--- src/rtl/assert_macros.svh ---
// assertion macros used by spin_table_release_unit
`ifndef ASSERT_MACROS_SVH
`define ASSERT_MACROS_SVH

// same-cycle implication, checked at every rising edge out of reset
`define STRU_ASSERT_NOW(label, ante, cons, msg) \
  label: assert property (@(posedge clk) disable iff (rst) (ante) |-> (cons)) \
    else $error(msg);

// next-cycle implication, checked at every rising edge out of reset
`define STRU_ASSERT_NEXT(label, ante, cons, msg) \
  label: assert property (@(posedge clk) disable iff (rst) (ante) |=> (cons)) \
    else $error(msg);

`endif

--- src/rtl/stru_pkg.sv ---
package stru_pkg;

  // fixed geometry of one table entry
  localparam int ENTRY_BYTES     = 32;
  localparam int NUM_ENTRIES_DEF = 32;
  localparam int ROW_W           = 5;
  localparam int ADDR_W          = 10;
  localparam int CNT_W           = 6;
  localparam int WINDOW_BITS     = 26;

  // bus access codes
  localparam logic ACT_READ  = 1'b0;
  localparam logic ACT_WRITE = 1'b1;

  typedef enum logic [1:0] {
    SIZE_1B = 2'd0,
    SIZE_2B = 2'd1,
    SIZE_4B = 2'd2,
    SIZE_8B = 2'd3
  } size_t;

  // one entry, byte k of the entry at index k
  typedef logic [ENTRY_BYTES-1:0][7:0] row_t;

  // result of one beat
  typedef struct packed {
    logic [31:0]            read_data;
    logic                   bad_size;
    logic                   release_res;
    logic [ROW_W-1:0]       release_cpu;
    logic [WINDOW_BITS-1:0] start_offset;
    logic [63:0]            window_base;
    logic [63:0]            start_argument;
  } res_t;

  // write-back enables for the two rows of the access window
  typedef struct packed {
    logic lo_en;
    logic hi_en;
  } wr_ctl_t;

  // contents of an entry after reset: start 1, argument and id hold the row
  function automatic row_t row_init(logic [ROW_W-1:0] r);
    row_t v;
    v     = '0;
    v[7]  = 8'h01;
    v[15] = {3'b000, r};
    v[23] = {3'b000, r};
    return v;
  endfunction

endpackage

--- src/rtl/stru_bank.sv ---
module stru_bank #(
  parameter int DEPTH  = 16,
  parameter int PARITY = 0,
  localparam int AW    = (DEPTH > 1) ? $clog2(DEPTH) : 1
) (
  input  logic           clk,
  input  logic           rst,
  input  logic [AW-1:0]  rd_idx,
  output stru_pkg::row_t rd_data,
  input  logic           wr_en,
  input  logic [AW-1:0]  wr_idx,
  input  stru_pkg::row_t wr_data
);
  import stru_pkg::*;

  localparam logic PARITY_BIT = 1'(PARITY);

  row_t             mem [DEPTH];
  row_t             rd_q;
  logic [AW-1:0]    rd_idx_q;
  logic [DEPTH-1:0] vld;
  logic             rd_vld;

  // row storage, registered read
  always_ff @(posedge clk) begin
    if (wr_en) begin
      mem[wr_idx] <= wr_data;
    end
    rd_q     <= mem[rd_idx];
    rd_idx_q <= rd_idx;
  end

  // written flags, a row never written reads as its reset contents
  always_ff @(posedge clk) begin
    if (rst) begin
      vld    <= '0;
      rd_vld <= 1'b0;
    end else begin
      if (wr_en) begin
        vld[wr_idx] <= 1'b1;
      end
      rd_vld <= vld[rd_idx];
    end
  end

  assign rd_data = rd_vld ? rd_q : row_init(ROW_W'({rd_idx_q, PARITY_BIT}));

endmodule

--- config.mk ---
export PLATFORM = sky130hd
export DESIGN_NAME = stru_bank
export DESIGN_NICKNAME = d
export VERILOG_FILES = /design/src/rtl/assert_macros.svh /design/src/rtl/stru_pkg.sv /design/src/rtl/stru_bank.sv
export SDC_FILE = /design/constraint.sdc
export NUM_CORES = 2
export LEC_CHECK = 0
export ABC_AREA = 1
export BUFFER_PORTS_ARGS = -buffer_cell sky130_fd_sc_hd__buf_4
export CAP_MARGIN = 30
export CORE_MARGIN = 2
export CORE_UTILIZATION = 40
export DETAILED_ROUTE_END_ITERATION = 8
export PLACE_DENSITY_LB_ADDON = 0.2
export REMOVE_ABC_BUFFERS = 1
export SLEW_MARGIN = 10
export SYNTH_ARGS = -nofsm -noshare
export SYNTH_HDL_FRONTEND = slang
export SYNTH_SLANG_ARGS = --single-unit
--- constraint.sdc ---
create_clock -name clk -period 39.7 [get_ports clk]
set_clock_uncertainty 0.05 [all_clocks]
set_input_delay 7.94 -clock clk [delete_from_list [all_inputs] [get_ports clk]]
set_output_delay 7.94 -clock clk [all_outputs]
set_load 0.01 [all_outputs]
Yosys cells after proc, flatten, opt, wreduce, memory -nomap -nowiden. Memory sizes are Yosys's and may differ from the RTL's. A register that Yosys moved wholly into a read port is not among the register bits. Cells that the tools add are included.

$lt $le $gt $ge: 3. Mux-type cells: 7. Bitwise operators: 1. Reductions and logical operators: 1.

Operators by type and width (number): $mux 256 (1); $or 16x16->16 (1); $lt 4x5->1 const B (2); $bmux 1 s4 (1); $demux 1 s4 (1); $ge 4x1->1 const B (1); $mux 1 (4); $logic_and 1x1->1 (1).

Register bits: 21. Bits in writable memories: 4096. Input bits: 267. Logic and storage cells: 16. Memories: 1.

Memory list: mem (depth 16, width 256, read ports 1, clocked after memory_dff 1, write ports 1, RTL line stru_bank.sv:18) `row_t mem [DEPTH];`.

Logic depth before layout (Yosys ltp).
Depth after elaboration: 5. Depth in mapped cells: 12. Gate-level depth less buffers: 7.

Least setup slack after synthesis. OpenSTA, ideal clock, no wires.

Path type: input port to flip-flop. From: in wr_en. To: mem mem[10][0] (netlist bit) (enable). Library setup time: 878 ps. Data arrival time: 18952 ps. Data required time: 38772 ps. Slack: 19820 ps. Stages: 4. Cell sequence: inv_1 -> nor3_1 -> inv_1 -> nor2_1.

Cells in the longest elaborated chain, start to end: 2.

RTL lines: start: declaration (RTL line stru_bank.sv:10) `input logic wr_en,`; $mux 1 (RTL line stru_bank.sv:26) `if (wr_en) begin`; $mux 1 (implied by the code) (RTL line stru_bank.sv:27) `mem[wr_idx] <= wr_data;`; end: declaration (RTL line stru_bank.sv:18).

Every way passes these cells.

==> results.yml <==
run_status:
  status: "finished clean"
power_and_ir_drop:
  p_seq_share_pct: 52.2
  switch_pwr_w: 0.00223
  power.leakage_nw: 68.0
  intPower_w: 0.00774
  power_switching_share_pct: 22.4
  logic_pwr_share_pct: 5.6
  max_rail_drop_vdd_v: 0.0000395
  pwr_density_cell_nw_per_um2: 51.5
  power.share.clock_pct: 42.2
global_route:
  grt_start_max_net_pins: 197
  grt-ovfl-total: 0
  global_route.usage.total_pct: 21.3
  grt_pass1_vias: 101124
  grt_antenna_before_repair: 82
  grt_pass1_wl_um: 686000
clock_tree:
  clkTransAtPathRegs_ns: 0.06
  post_cts_resized: 0
  postCtsSetupBuffers: 0
  clock-sinks: 4373
  count_of_hold_buffers_inserted_by_post_cts_repair: 0
  worstSkewPairLatency_ns: 1.00
  ctsLongestPathBuffers: 4
  cts_made_buffers: 454
  cts_tree: "done"
  root_buffer: "sky130_fd_sc_hd__clkbuf_16"
  htree_levels: 5
timing:
  max_slew_margin_pct: 22.3
  worst-slew-pin-transition_ns: 1.17
  report.final.hold_viol_count: 0
  max_clock_freq_mhz: 76.2
  setup_viol: 0
  post_route_clock_period_utilization_pct: 33.1
  finalWorstPathRequiredPeriod_ns: 13.13
  grt_setup_unrepaired: "no"
  worst_hold_slack_ns: 0.408
  final.setup.tns_ns: 0
  timing_max_transition_violations_final: 0
synthesis:
  syn_area_cell_um2: 12.7
  yosysWarningCount: 0
  synthesis.area_um2: 169000
  synth.ff_latch_count: 4373
  post_synth_num_cell_types: 20
  synth_cells: 13329
  synth.yosys.seq_area_share_pct: 75.9
worst_setup_path:
  worstSetupPathType: "primary input to flop"
  reg2reg_setup_slack_ns: 38.34
  critical_path.max_fanout: 76
  required_ns: 40.59
  critical_path_arrival_ns: 14.02
  start_kind: "primary input"
  end_kind: "flop"
final_layout:
  layout.nets: 13898
  stdcell_area_um2: 193000
  syn2layout_area_growth_pct: 14.3
  final_layout_size_suffix_gt1_share_pct: 9.96
drt:
  drtAntennaViolNets: 0
  routed_via_density: 5.32
  drtIter0Drc: 9809
  avgRoutedWirePerCell_um: 23.7
  vias: 104725
  first_pass_iters: 8
  drc: 0
  drt-total-wl_um: 468000
floorplan:
  chipHeight_um: 655
  core_area_um2: 421000
  die-area_um2: 428000
  core.rowCount: 238
  die_w_um: 655
  initial_standard_cell_utilization_of_the_core_pct: 40.2
  io_pins: 523
place:
  dpl-instance-area_um2: 178000
  dpl.hpwl_um: 229000
  globalplace.congestion: 0.741
  io_buffers: 522
hold_path:
  worst_hold_path_type: "flop to flop"
job:
  cap_violations: 0
-- critical path, cell delays in order --
cell	delay (ns)
sky130_fd_sc_hd__buf_8	0.22
sky130_fd_sc_hd__buf_4	0.67
sky130_fd_sc_hd__buf_4	0.66
sky130_fd_sc_hd__buf_4	0.59
sky130_fd_sc_hd__buf_4	0.81
sky130_fd_sc_hd__buf_4	0.75
sky130_fd_sc_hd__buf_4	0.66
sky130_fd_sc_hd__buf_4	0.66
sky130_fd_sc_hd__o21ai_0	0.28
sky130_fd_sc_hd__o211ai_1	0.26
sky130_fd_sc_hd__nand3_1	0.11
sky130_fd_sc_hd__nand2_1	0.10
-- layout make-up --
cell class,instances,area [µm²]
Multi-Input combinational cell,7580,35000
Clock inverter,220,2200
Fill cell,37545,227000
Antenna cell,26,65.1
Timing Repair Buffer,731,6140
Clock buffer,637,12500
Tap cell,5640,7060
Inverter,491,1890
Sequential cell,4373,129000
-- flip-flops by register name, indices dropped and copies added, names as in the netlist --
signal    flops
mem        4096
rd_q        256
rd_idx_q      4
vld          16
rd_vld        1
-- cells in the mapped netlist --
master                     instances  share of area, %
sky130_fd_sc_hd__o21ai_0        1031               3.0
sky130_fd_sc_hd__buf_6            29              0.19
sky130_fd_sc_hd__nor2_1         1528               3.4
sky130_fd_sc_hd__inv_2             2            0.0044
sky130_fd_sc_hd__clkinv_1          1            0.0022
sky130_fd_sc_hd__dfxtp_1         277               3.3
sky130_fd_sc_hd__and2_1           24             0.089
sky130_fd_sc_hd__a21oi_1         220              0.65
sky130_fd_sc_hd__buf_4            21             0.093
sky130_fd_sc_hd__or2_2             1            0.0037
sky130_fd_sc_hd__nand2_1        2483               5.5
sky130_fd_sc_hd__clkbuf_1        411              0.91
sky130_fd_sc_hd__o21ai_1         314              0.93
sky130_fd_sc_hd__buf_1           110              0.24
sky130_fd_sc_hd__nand3_1        1207               3.6
sky130_fd_sc_hd__nor3_1            2            0.0059
sky130_fd_sc_hd__edfxtp_1       4096                73
sky130_fd_sc_hd__inv_1           488               1.1
sky130_fd_sc_hd__buf_2           314              0.93
sky130_fd_sc_hd__o211ai_1        770               3.4
-- cells in the final DEF, fill, tap and decap left out, drive strengths merged, types with 2 or more instances in the layout --
| cell | Yosys | final |
|---|---|---|
| clkbuf | 411 | 637 |
| nand3 | 1207 | 1207 |
| o211ai | 770 | 770 |
| diode | 0 | 26 |
| o21ai | 1345 | 1345 |
| and2 | 24 | 24 |
| clkinvlp | 0 | 7 |
| inv | 490 | 505 |
| buf | 474 | 731 |
| dfxtp | 277 | 277 |
| edfxtp | 4096 | 4096 |
| nor3 | 2 | 2 |
| clkinv | 1 | 164 |
| a21oi | 220 | 220 |
| bufinv | 0 | 35 |
| nor2 | 1528 | 1528 |
| nand2 | 2483 | 2483 |
-- cell families after synthesis --
family	count (synthesis)	share of synthesized area (%)
buf+inv	1376	3.46
simple gates	5245	12.6
compound gates	2335	8.04
flops	4373	75.9
-- path summary, 6_finish.rpt --
| check | end | start | cells past startpoint |
|---|---|---|---|
| hold reg to reg | vld[0]$_SDFFE_PP0P_ | vld[0]$_SDFFE_PP0P_ | 2 |
| setup / recovery | rd_q[143]$_DFF_P_ | rd_idx[1] | 12 |
| setup reg to reg | rd_q[152]$_DFF_P_ | mem[5][152]$_DFFE_PP_ | 6 |
| hold / removal | vld[0]$_SDFFE_PP0P_ | vld[0]$_SDFFE_PP0P_ | 2 |
-- stage by stage --
stage	utilization, %	power [W]	setup slack (ns)	instances
global placement	42.4	0.00585	25.76	18800
CTS	45.9	0.0101	26.81	19664
detailed placement	42.4	0.00586	25.72	18807
global route	46.0	0.0103	26.17	19685
finish	46.0	0.00997	26.57	19698
floorplan	-	0.00563	16.26	12444
-- power by group through the flow --
stage          logic, W  clock network (W)  registers (W)
2_1_floorplan  0.000330                  0        0.00530
3_3_place_gp   0.000555                  0        0.00530
3_5_place_dp   0.000559                  0        0.00530
4_1_cts        0.000560            0.00429        0.00520
5_1_grt        0.000618            0.00446        0.00521
6_report       0.000556            0.00421        0.00520
-- routing by layer --
metal	track usage (%)	wire (µm)	vias up	share of wire, %
met1	29.9	209000	52839	45
li1	-	-	48294	-
met2	35.2	222000	2920	47
met3	3.01	26400	624	5.6
met4	4.79	9790	48	2.1
met5	0	279	-	0.060
Power figures use the tool's default switching activity.
